File: config.mk
export PLATFORM = sky130hd
export DESIGN_NAME = arp_cache_and_responder_top
export DESIGN_NICKNAME = d
export VERILOG_FILES = /design/src/hw/rtl/arp_pkg.sv /design/src/hw/rtl/arp_cell.sv /design/src/hw/rtl/arp_cache_and_responder_top.sv
export SDC_FILE = /design/constraint.sdc
export NUM_CORES = 2
export LEC_CHECK = 0
export ABC_CLOCK_PERIOD_IN_PS = 3500
export BUFFER_PORTS_ARGS = -buffer_cell sky130_fd_sc_hd__buf_2
export CORE_MARGIN = 1.5
export CORE_UTILIZATION = 40
export CTS_CLUSTER_SIZE = 40
export DETAILED_ROUTE_END_ITERATION = 8
export GPL_ROUTABILITY_DRIVEN = 0
export SYNTH_ARGS = -nofsm -noshare
export SYNTH_HDL_FRONTEND = slang
export SYNTH_SLANG_ARGS = --single-unit
File: constraint.sdc
create_clock -name clk -period 3.5 [get_ports clk]
set_clock_uncertainty 0.2 [all_clocks]
set_input_delay 0.7 -clock clk [delete_from_list [all_inputs] [get_ports clk]]
set_output_delay 0.7 -clock clk [all_outputs]
set_load 0.03 [all_outputs]
File: src/hw/rtl/arp_pkg.sv
// Shared types and constants for the ARP cache and responder.
`default_nettype none

package arp_pkg;

	// Default number of cache entries.
	localparam int ENTRIES_DEF = 8;

	// Field widths.
	localparam int MAC_W       = 48;
	localparam int IP_W        = 32;
	localparam int HDR_W       = 16;
	localparam int IN_DATA_W   = 208;
	localparam int OUT_DATA_W  = 80;
	localparam int CFG_DATA_W  = 48;

	// Header checks.
	localparam logic [HDR_W-1:0] MIN_FRAME_LEN = 16'd28;
	localparam logic [HDR_W-1:0] HW_ETHERNET   = 16'd1;
	localparam logic [HDR_W-1:0] PROTO_IPV4    = 16'h0800;
	localparam logic [HDR_W-1:0] OP_REQUEST    = 16'd1;

	// Register reset values.
	localparam logic [MAC_W-1:0] LOCAL_MAC_RESET = 48'h0200_0000_0002;
	localparam logic [IP_W-1:0]  LOCAL_IP_RESET  = 32'hC0A8_0002;

	// Result status codes.
	typedef enum logic [2:0] {
		ST_ACCEPT = 3'd0,
		ST_DROP   = 3'd1,
		ST_REPLY  = 3'd2,
		ST_HIT    = 3'd3,
		ST_MISS   = 3'd4
	} status_t;

	// Configuration register indexes.
	typedef enum logic {
		REG_LOCAL_MAC = 1'b0,
		REG_LOCAL_IP  = 1'b1
	} reg_idx_t;

	// Token that walks the cell chain: one item in flight.
	typedef struct packed {
		logic             valid;
		logic             done;
		status_t          status;
		logic [IP_W-1:0]  ip;
		logic [MAC_W-1:0] mac;
	} tok_t;

endpackage

`default_nettype wire

File: src/hw/rtl/arp_cell.sv
// One cache cell: holds one IP/MAC entry and passes the token to its neighbor.
`default_nettype none

module arp_cell (
	input  wire logic          clk,
	input  wire logic          arst_n,
	input  wire arp_pkg::tok_t tok_in,
	output arp_pkg::tok_t      tok_out
);

	logic [arp_pkg::IP_W-1:0]  ip_q;
	logic [arp_pkg::MAC_W-1:0] mac_q;
	arp_pkg::tok_t             tok_q;
	arp_pkg::tok_t             tok_nxt;
	logic                      learn;
	logic                      hit;

	// Match this entry against the passing token; the first match in chain order wins.
	always_comb begin
		learn = tok_in.valid && !tok_in.done &&
			(tok_in.status == arp_pkg::ST_ACCEPT || tok_in.status == arp_pkg::ST_REPLY) &&
			(ip_q == '0 || ip_q == tok_in.ip);
		hit = tok_in.valid && !tok_in.done && tok_in.status == arp_pkg::ST_MISS &&
			ip_q == tok_in.ip;
		tok_nxt = tok_in;
		if (hit) begin
			tok_nxt.status = arp_pkg::ST_HIT;
			tok_nxt.mac    = mac_q;
			tok_nxt.done   = 1'b1;
		end
		if (learn) begin
			tok_nxt.done = 1'b1;
		end
	end

	// Entry storage and the token register toward the next cell.
	always_ff @(posedge clk or negedge arst_n) begin
		if (!arst_n) begin
			ip_q  <= '0;
			mac_q <= '0;
			tok_q <= '0;
		end else begin
			tok_q <= tok_nxt;
			if (learn) begin
				ip_q  <= tok_in.ip;
				mac_q <= tok_in.mac;
			end
		end
	end

	assign tok_out = tok_q;

endmodule

`default_nettype wire

File: src/hw/rtl/arp_cache_and_responder_top.sv
// Top level of the ARP cache and responder: input checks, cell chain and result stage.
//
// Channel   Direction  Handshake          Payload
// s_*       in         s_tvalid/s_tready  s_tdata header or lookup fields, s_tuser func
// m_*       out        m_tvalid/m_tready  m_tdata mac_out/ip_out, m_tuser status
// cfg_*     in         cfg_valid/cfg_ready cfg_index register, cfg_data value
//
// An item enters a token register, then walks the chain of ENTRIES cells, one cell per cycle.
// The result passes from the last cell into the hold register and then into the output register;
// the next item is taken once the result has moved to the output register.
// Reset empties every cache entry at once.
// A stalled output keeps one result while the next item walks the chain.
`default_nettype none

module arp_cache_and_responder_top #(
	parameter int ENTRIES = arp_pkg::ENTRIES_DEF
) (
	input  wire logic                          clk,
	input  wire logic                          arst_n,
	input  wire logic                          s_tvalid,
	output logic                               s_tready,
	// frame_length[15:0], hw_type[31:16], proto_type[47:32], arp_opcode[63:48],
	// sender_mac[111:64], sender_ip[143:112], target_ip[175:144], lookup_ip[207:176]
	input  wire logic [arp_pkg::IN_DATA_W-1:0] s_tdata,
	// func[0]
	input  wire logic                          s_tuser,
	output logic                               m_tvalid,
	input  wire logic                          m_tready,
	// mac_out[47:0], ip_out[79:48]
	output logic [arp_pkg::OUT_DATA_W-1:0]     m_tdata,
	// status[2:0]
	output logic [2:0]                         m_tuser,
	input  wire logic                          cfg_valid,
	output logic                               cfg_ready,
	input  wire logic                          cfg_index,
	input  wire logic [arp_pkg::CFG_DATA_W-1:0] cfg_data
);

	// Input fields.
	logic [arp_pkg::HDR_W-1:0] frame_length;
	logic [arp_pkg::HDR_W-1:0] hw_type;
	logic [arp_pkg::HDR_W-1:0] proto_type;
	logic [arp_pkg::HDR_W-1:0] arp_opcode;
	logic [arp_pkg::MAC_W-1:0] sender_mac;
	logic [arp_pkg::IP_W-1:0]  sender_ip;
	logic [arp_pkg::IP_W-1:0]  target_ip;
	logic [arp_pkg::IP_W-1:0]  lookup_ip;

	assign frame_length = s_tdata[15:0];
	assign hw_type      = s_tdata[31:16];
	assign proto_type   = s_tdata[47:32];
	assign arp_opcode   = s_tdata[63:48];
	assign sender_mac   = s_tdata[111:64];
	assign sender_ip    = s_tdata[143:112];
	assign target_ip    = s_tdata[175:144];
	assign lookup_ip    = s_tdata[207:176];

	// Configuration registers; the local MAC is stored but drives no output.
	logic [arp_pkg::MAC_W-1:0] local_mac_q;
	logic [arp_pkg::IP_W-1:0]  local_ip_q;

	assign cfg_ready = 1'b1;

	always_ff @(posedge clk or negedge arst_n) begin
		if (!arst_n) begin
			local_mac_q <= arp_pkg::LOCAL_MAC_RESET;
			local_ip_q  <= arp_pkg::LOCAL_IP_RESET;
		end else if (cfg_valid && cfg_ready) begin
			case (arp_pkg::reg_idx_t'(cfg_index))
				arp_pkg::REG_LOCAL_MAC: local_mac_q <= cfg_data;
				arp_pkg::REG_LOCAL_IP:  local_ip_q  <= cfg_data[arp_pkg::IP_W-1:0];
				default: ;
			endcase
		end
	end

	// Classify the item and build the token that enters the chain.
	logic          busy_q;
	logic          in_accept;
	arp_pkg::tok_t tok_new;
	arp_pkg::tok_t tok_s0;

	assign s_tready  = !busy_q;
	assign in_accept = s_tvalid && s_tready;

	always_comb begin
		tok_new       = '0;
		tok_new.valid = in_accept;
		tok_new.mac   = sender_mac;
		tok_new.ip    = sender_ip;
		if (s_tuser) begin
			tok_new.status = arp_pkg::ST_MISS;
			tok_new.ip     = lookup_ip;
		end else if (frame_length < arp_pkg::MIN_FRAME_LEN || hw_type != arp_pkg::HW_ETHERNET ||
				proto_type != arp_pkg::PROTO_IPV4) begin
			tok_new.status = arp_pkg::ST_DROP;
		end else if (arp_opcode == arp_pkg::OP_REQUEST && target_ip == local_ip_q) begin
			tok_new.status = arp_pkg::ST_REPLY;
		end else begin
			tok_new.status = arp_pkg::ST_ACCEPT;
		end
	end

	always_ff @(posedge clk or negedge arst_n) begin
		if (!arst_n) begin
			tok_s0 <= '0;
		end else begin
			tok_s0 <= tok_new;
		end
	end

	// Chain of cache cells.
	arp_pkg::tok_t chain [ENTRIES+1];

	assign chain[0] = tok_s0;

	for (genvar g = 0; g < ENTRIES; g++) begin : g_cell
		arp_cell u_cell (
			.clk     (clk),
			.arst_n  (arst_n),
			.tok_in  (chain[g]),
			.tok_out (chain[g+1])
		);
	end

	// Format the result from the token leaving the last cell.
	arp_pkg::tok_t             tok_end;
	logic [arp_pkg::MAC_W-1:0] res_mac;
	logic [arp_pkg::IP_W-1:0]  res_ip;

	assign tok_end = chain[ENTRIES];

	always_comb begin
		res_mac = '0;
		res_ip  = '0;
		if (tok_end.status == arp_pkg::ST_REPLY || tok_end.status == arp_pkg::ST_HIT) begin
			res_mac = tok_end.mac;
		end
		if (tok_end.status == arp_pkg::ST_REPLY) begin
			res_ip = tok_end.ip;
		end
	end

	// Result hold register and output register.
	logic                      res_valid_q;
	arp_pkg::status_t          res_status_q;
	logic [arp_pkg::MAC_W-1:0] res_mac_q;
	logic [arp_pkg::IP_W-1:0]  res_ip_q;
	logic                      out_valid_q;
	arp_pkg::status_t          out_status_q;
	logic [arp_pkg::MAC_W-1:0] out_mac_q;
	logic [arp_pkg::IP_W-1:0]  out_ip_q;
	logic                      res_move;

	assign res_move = res_valid_q && (!out_valid_q || m_tready);

	always_ff @(posedge clk or negedge arst_n) begin
		if (!arst_n) begin
			busy_q      <= 1'b0;
			res_valid_q <= 1'b0;
			out_valid_q <= 1'b0;
		end else begin
			if (in_accept) begin
				busy_q <= 1'b1;
			end else if (res_move) begin
				busy_q <= 1'b0;
			end
			if (tok_end.valid) begin
				res_valid_q <= 1'b1;
			end else if (res_move) begin
				res_valid_q <= 1'b0;
			end
			if (res_move) begin
				out_valid_q <= 1'b1;
			end else if (m_tready) begin
				out_valid_q <= 1'b0;
			end
		end
	end

	always_ff @(posedge clk) begin
		if (tok_end.valid) begin
			res_status_q <= tok_end.status;
			res_mac_q    <= res_mac;
			res_ip_q     <= res_ip;
		end
		if (res_move) begin
			out_status_q <= res_status_q;
			out_mac_q    <= res_mac_q;
			out_ip_q     <= res_ip_q;
		end
	end

	assign m_tvalid = out_valid_q;
	assign m_tuser  = out_status_q;
	assign m_tdata  = {out_ip_q, out_mac_q};

endmodule

`default_nettype wire

-- After elaboration in Yosys (flattened, before gate mapping)
Cells that the tools add are included.
- register bits: 1604
- latch bits: 0
- RAM bits: 0
- bits in read-only memories: 0
- memories kept: 0
- logic and storage cells: 223
- div/mod/pow operators: 0
- multiply operators: 0
- mux-type cells: 32
- bitwise gates (word level): 0
- equality and inequality tests: 30
- $lt $le $gt $ge: 1
- reduce and logical (&&, ||, !) cells: 91
- add/subtract/negate cells: 0
- shifts and indexed selects: 0
- operators by type and width (cell ; count):
    48-bit 2-to-1 mux ; 8
    32-bit equality test ; 9
    32-bit zero test ; 8
    1-bit logical AND ; 42
    32-bit 2-to-1 mux ; 1
    3-bit by 2-bit equality test with 1-bit output, second input constant ; 10
    4-bit 2-to-1 mux ; 7
    3-bit equality test, second input constant ; 8
    3-bit zero test ; 8
    1-bit logical OR ; 20
    16-bit by 1-bit equality test with 1-bit output, second input constant ; 1
    16-bit by 5-bit less-than comparator with 1-bit output, second input constant ; 1
    16-bit by 1-bit != test with 1-bit output, second input constant ; 1
    16-bit by 12-bit != test with 1-bit output, second input constant ; 1
    1-bit 2-to-1 mux ; 12
    1-bit zero test ; 9
    3-bit 2-to-1 mux ; 2
    2-bit nonzero test ; 3
    2-bit 2-to-1 mux ; 2
    2-bit AND reduction ; 1

-- Logic depth before layout (Yosys ltp)
- depth in word-level cells: 6
- gate-level depth with buffers: 8
- mapped depth without buffers: 6

-- Hierarchy
A second synthesis with hierarchy kept.
- cells, all modules: 6499
- area total of the unflattened synthesis: 73043.8 sq um
- modules (own cells, without submodules) (module ; times used ; cells an instance ; area an instance (sq um)):
    arp_cell ; 8 ; 747 ; 7898.8
    arp_cache_and_responder_top ; 1 ; 523 ; 9853.2

-- Worst setup path before layout
No wires, ideal clock.
- path type: in2reg
- start: in m_tready
- end: reg out_status_q[0] (netlist: m_tuser[0]), enable pin
- setup time: 452 ps
- data arrival time: 2792 ps
- path slack: 57 ps
- cell stages on the path: 2
- cells stage by stage: nand2b_1 > and2_1
- longest elaborated chain between the ends: 2
- ends and longest elaborated chain (what ; RTL line ; text):
    from (decl) ; arp_cache_and_responder_top.sv:28 ; input wire logic m_tready,
    1-bit logical OR ; arp_cache_and_responder_top.sv:155 ; assign res_move = res_valid_q && (!out_valid_q || m_tready);
    1-bit logical AND ; arp_cache_and_responder_top.sv:155 ;
    named net res_move ; arp_cache_and_responder_top.sv:153 ; logic res_move;
    to (signal assigned) ; arp_cache_and_responder_top.sv:188 ; out_status_q <= res_status_q;
    to (decl) ; arp_cache_and_responder_top.sv:150 ; arp_pkg::status_t out_status_q;
The timed path passes the listed nets, and every way through them passes these cells.
A chain may end at the register's enable or synchronous reset.

==> flow_summary.ini <==
[worst_hold_path]
hp-class = in -> reg
min_path_cells = 2

[power_and_ir_drop]
pwr-share-clk_pct = 36.4
cellLeakagePower_nw = 33.4
total_power_mw = 48.8
irDropWorstVdd_uv = 423
swShare_pct = 24.9
powerDensity_nw_per_um2 = 682
seqPwrFrac_pct = 50.6
p_int_mw = 36.6
switchingPower_mw = 12.2
comb_power_share_pct = 13.0

[logic_synthesis]
synth_mux_area_share_pct = 22.0
synth_simple_gate_area_share_pct = 3.55
yosys-top-cells-area = dfrtp_1, mux2_2, edfxtp_1
ys_seq_elements = 1604
netlist_area_um2 = 60600
ys_warn_count = 0
synth_top_family_by_area = multiplexers
post_synth.cell_area_avg_um2 = 17.5
synth.distinct_cells = 38
synth_top_area_cell = dfrtp_1
synth_top_area_share_pct = 59.1
netlist_instances = 3471
synth_seq_area_share_pct = 67.6
synth_nets = 3734
synth_xor_area_share_pct = 4.16
synth_fa_ha_area_share_pct = 0
synth_compound_area_share_pct = 0.270

[routing]
postRouteAntennaNets = 0
drt-pass1-iter-count = 4
via_per_inst = 4.56
num_vias = 28400
drt_iter0_drc = 1127
drc = 0
routed_wirelength_um = 104000
wl_per_cell_um = 16.6

[placed_design]
hpwl_um = 69100
placed_area_um2 = 64500
port_buffers = 329
preCtsSetupSlack_ns = 0.475

[worst_setup_path]
critPathKind = reg -> reg
worstPathArrival_ns = 3.42
worstSetupStartpointType = register
critPathSlowestCell = nor4_1
worstPathRequired_ns = 3.94
path_buf_inv = 1
cpLargestDelayFamily = simple AND/OR/NAND/NOR gates
path_depth = 7
crit_fanout = 20
max_stage_delay_ns = 0.54
crit_chain = xor2_1 -> nor4_1 -> nand4_1 -> nor2_2 -> and4b_4 -> buf_4 -> mux2_4
worst_r2r_path_depth = 7
end_kind = register

[timing]
setup_viol = 0
fin_hold_ws_ns = 0.0574
max-slew-margin-rel_pct = 30.7
max_freq_ghz = 0.335
layout_setup_ws_ns = 0.517
layout_min_cycle_time_ns = 2.98
slew_viol_final = 0
tightest_slew_ns = 1.04
rsz0062_at_grt = no
finalCritPeriodShare_pct = 85.2
hold_viol = 0
tns_ns = 0

[grt]
grt_max_degree = 98
grt_antenna_before_repair = 4
grt_pass1_vias = 30500
grt_usage_pct = 13.9
grt_overflow_total = 0
grt_first_pass_wirelength_um = 170000

[final_layout]
final_cell_area_um2 = 71500
drive_above_1_share_pct = 40.6
area_growth_pct = 18.1
finalNetCount = 4344
n_fill_cell = 12800
layout.cells.most_common = dfrtp_1
layout_common_cells = dfrtp_1, mux2_2, buf_2

[die]
die_area_um2 = 154000
core_area_um2 = 150000
pin_count = 349
num_rows = 142
initial_core_util_pct = 40.4
die_x_um = 392
fp.dieH_um = 392

[clock_tree]
cts_buffer_depth = 3
cts-root-buf = clkbuf_16
numCtsBuffers = 168
clk_pin_slew_ns = 0.06
clock_latency_ns = 0.76
cts_sinks = 1604
cts_tree = yes
cts.htree.levels = 4

[outcome]
status = completed

[run]
maxCapViolCount = 0
[cell usage after synthesis]
cell and count:
buf_12 30, inv_1 9, nor4_1 143, o21bai_1 2, dfrtp_1 1432, buf_4 1
xor2_1 261, and3_1 1, nor2_2 6, nor2_1 18, nor4bb_1 1, a311oi_1 1
nor2b_1 3, o211ai_4 6, o21ai_1 1, buf_1 3, nand3_1 2, or4_1 1
dfstp_2 6, nand2b_1 3, nor4b_1 3, edfxtp_1 166, nand4_1 41, and2_1 82
nand2_1 4, buf_2 21, conb_1 1, or2_2 14, mux2_2 698, and4b_1 7
or3b_2 6, buf_6 59, xnor2_1 27, clkbuf_1 13, nor3b_1 8, o211ai_1 1
mux2_4 282, mux2_1 108
[cell families after synthesis]
group           count (synthesis)
flops                        1604
mux                          1088
simple gates                  343
xor+xnor                      288
buf+inv                       136
compound gates                 11
other cells                     1
[stage by stage]
step                utilization [%]  std cells
finish                         47.7       6236
global route                   47.7       6235
CTS                            47.6       6231
detailed placement             43.0       5782
global placement               43.0       5782
floorplan                         -       3471
[worst paths after layout]
kind | start | to | slack, ns
setup / recovery | g_cell[3].u_cell.tok_out[66] | g_cell[4].u_cell.tok_out[26] | 0.52
hold / removal | s_tdata[197] | chain[749] | 0.06
setup reg to reg | g_cell[3].u_cell.tok_out[66] | g_cell[4].u_cell.tok_out[26] | 0.52
hold reg to reg | g_cell[0].u_cell.tok_out[84] | g_cell[1].u_cell.tok_out[84] | 0.18
max in group asynchronous | arst_n | g_cell[4].u_cell.ip_q[17] | 1.62
min in group asynchronous | arst_n | g_cell[7].u_cell.mac_q[45] | 0.40
[sequential cells by signal (all words and copies together) (netlist names)]
signal / count
out_ip_q: 32
m_tuser: 3
g_cell.u_cell.mac_q: 384
chain: 84
busy_q: 1
local_ip_q: 32
res_valid_q: 1
res_ip_q: 32
g_cell.u_cell.tok_out: 679
m_tvalid: 1
out_mac_q: 48
g_cell.u_cell.ip_q: 256
res_mac_q: 48
res_status_q: 3
[worst register-to-register path, stage by stage (launching register included)]
cell and delay, ns:
dfrtp_1 0.42, xor2_1 0.18, nor4_1 0.54, nand4_1 0.18, nor2_2 0.26, and4b_4 0.52
buf_4 0.26, mux2_4 0.31
[per-layer routing]
layer	vias to the layer above	wire [µm]	GRT usage, %
li1	13500	-	-
met1	14100	50300	19.7
met4	0	4150	6.34
met3	213	4330	2.90
met2	559	44900	20.3
met5	-	0	0
[power by group through the flow]
| stage | Clock [mW] | Combinational (mW) | Sequential (mW) |
|---|---|---|---|
| CTS | 18.4 | 6.50 | 24.7 |
| detailed placement | 0 | 6.33 | 25.0 |
| floorplan | 0 | 4.21 | 24.8 |
| global placement | 0 | 6.19 | 24.9 |
| global route | 19.1 | 6.99 | 25.2 |
| finish | 17.8 | 6.35 | 24.7 |
[layout make-up]
cell class / count / area, µm² / share of cell area (%)
antenna: 5 / 12.5 / 0.0175
timing repair buffer: 567 / 4210 / 5.89
tap: 2016 / 2520 / 3.53
inverter: 9 / 33.8 / 0.0472
clock inverter: 60 / 713 / 0.997
clock buffer: 244 / 4880 / 6.82
multi-input combinational: 1731 / 18200 / 25.4
sequential: 1604 / 41000 / 57.3
[what timing repair did]
action / in CTS / in global routing
hold buffers: 145 / 0
setup buffers: 0 / 0
endpoints found under the setup margin: 0 / 0
gates resized for setup: 0 / 0
hold endpoints to repair: 162 / 0
Note: power is estimated with default switching activity, not from simulation.
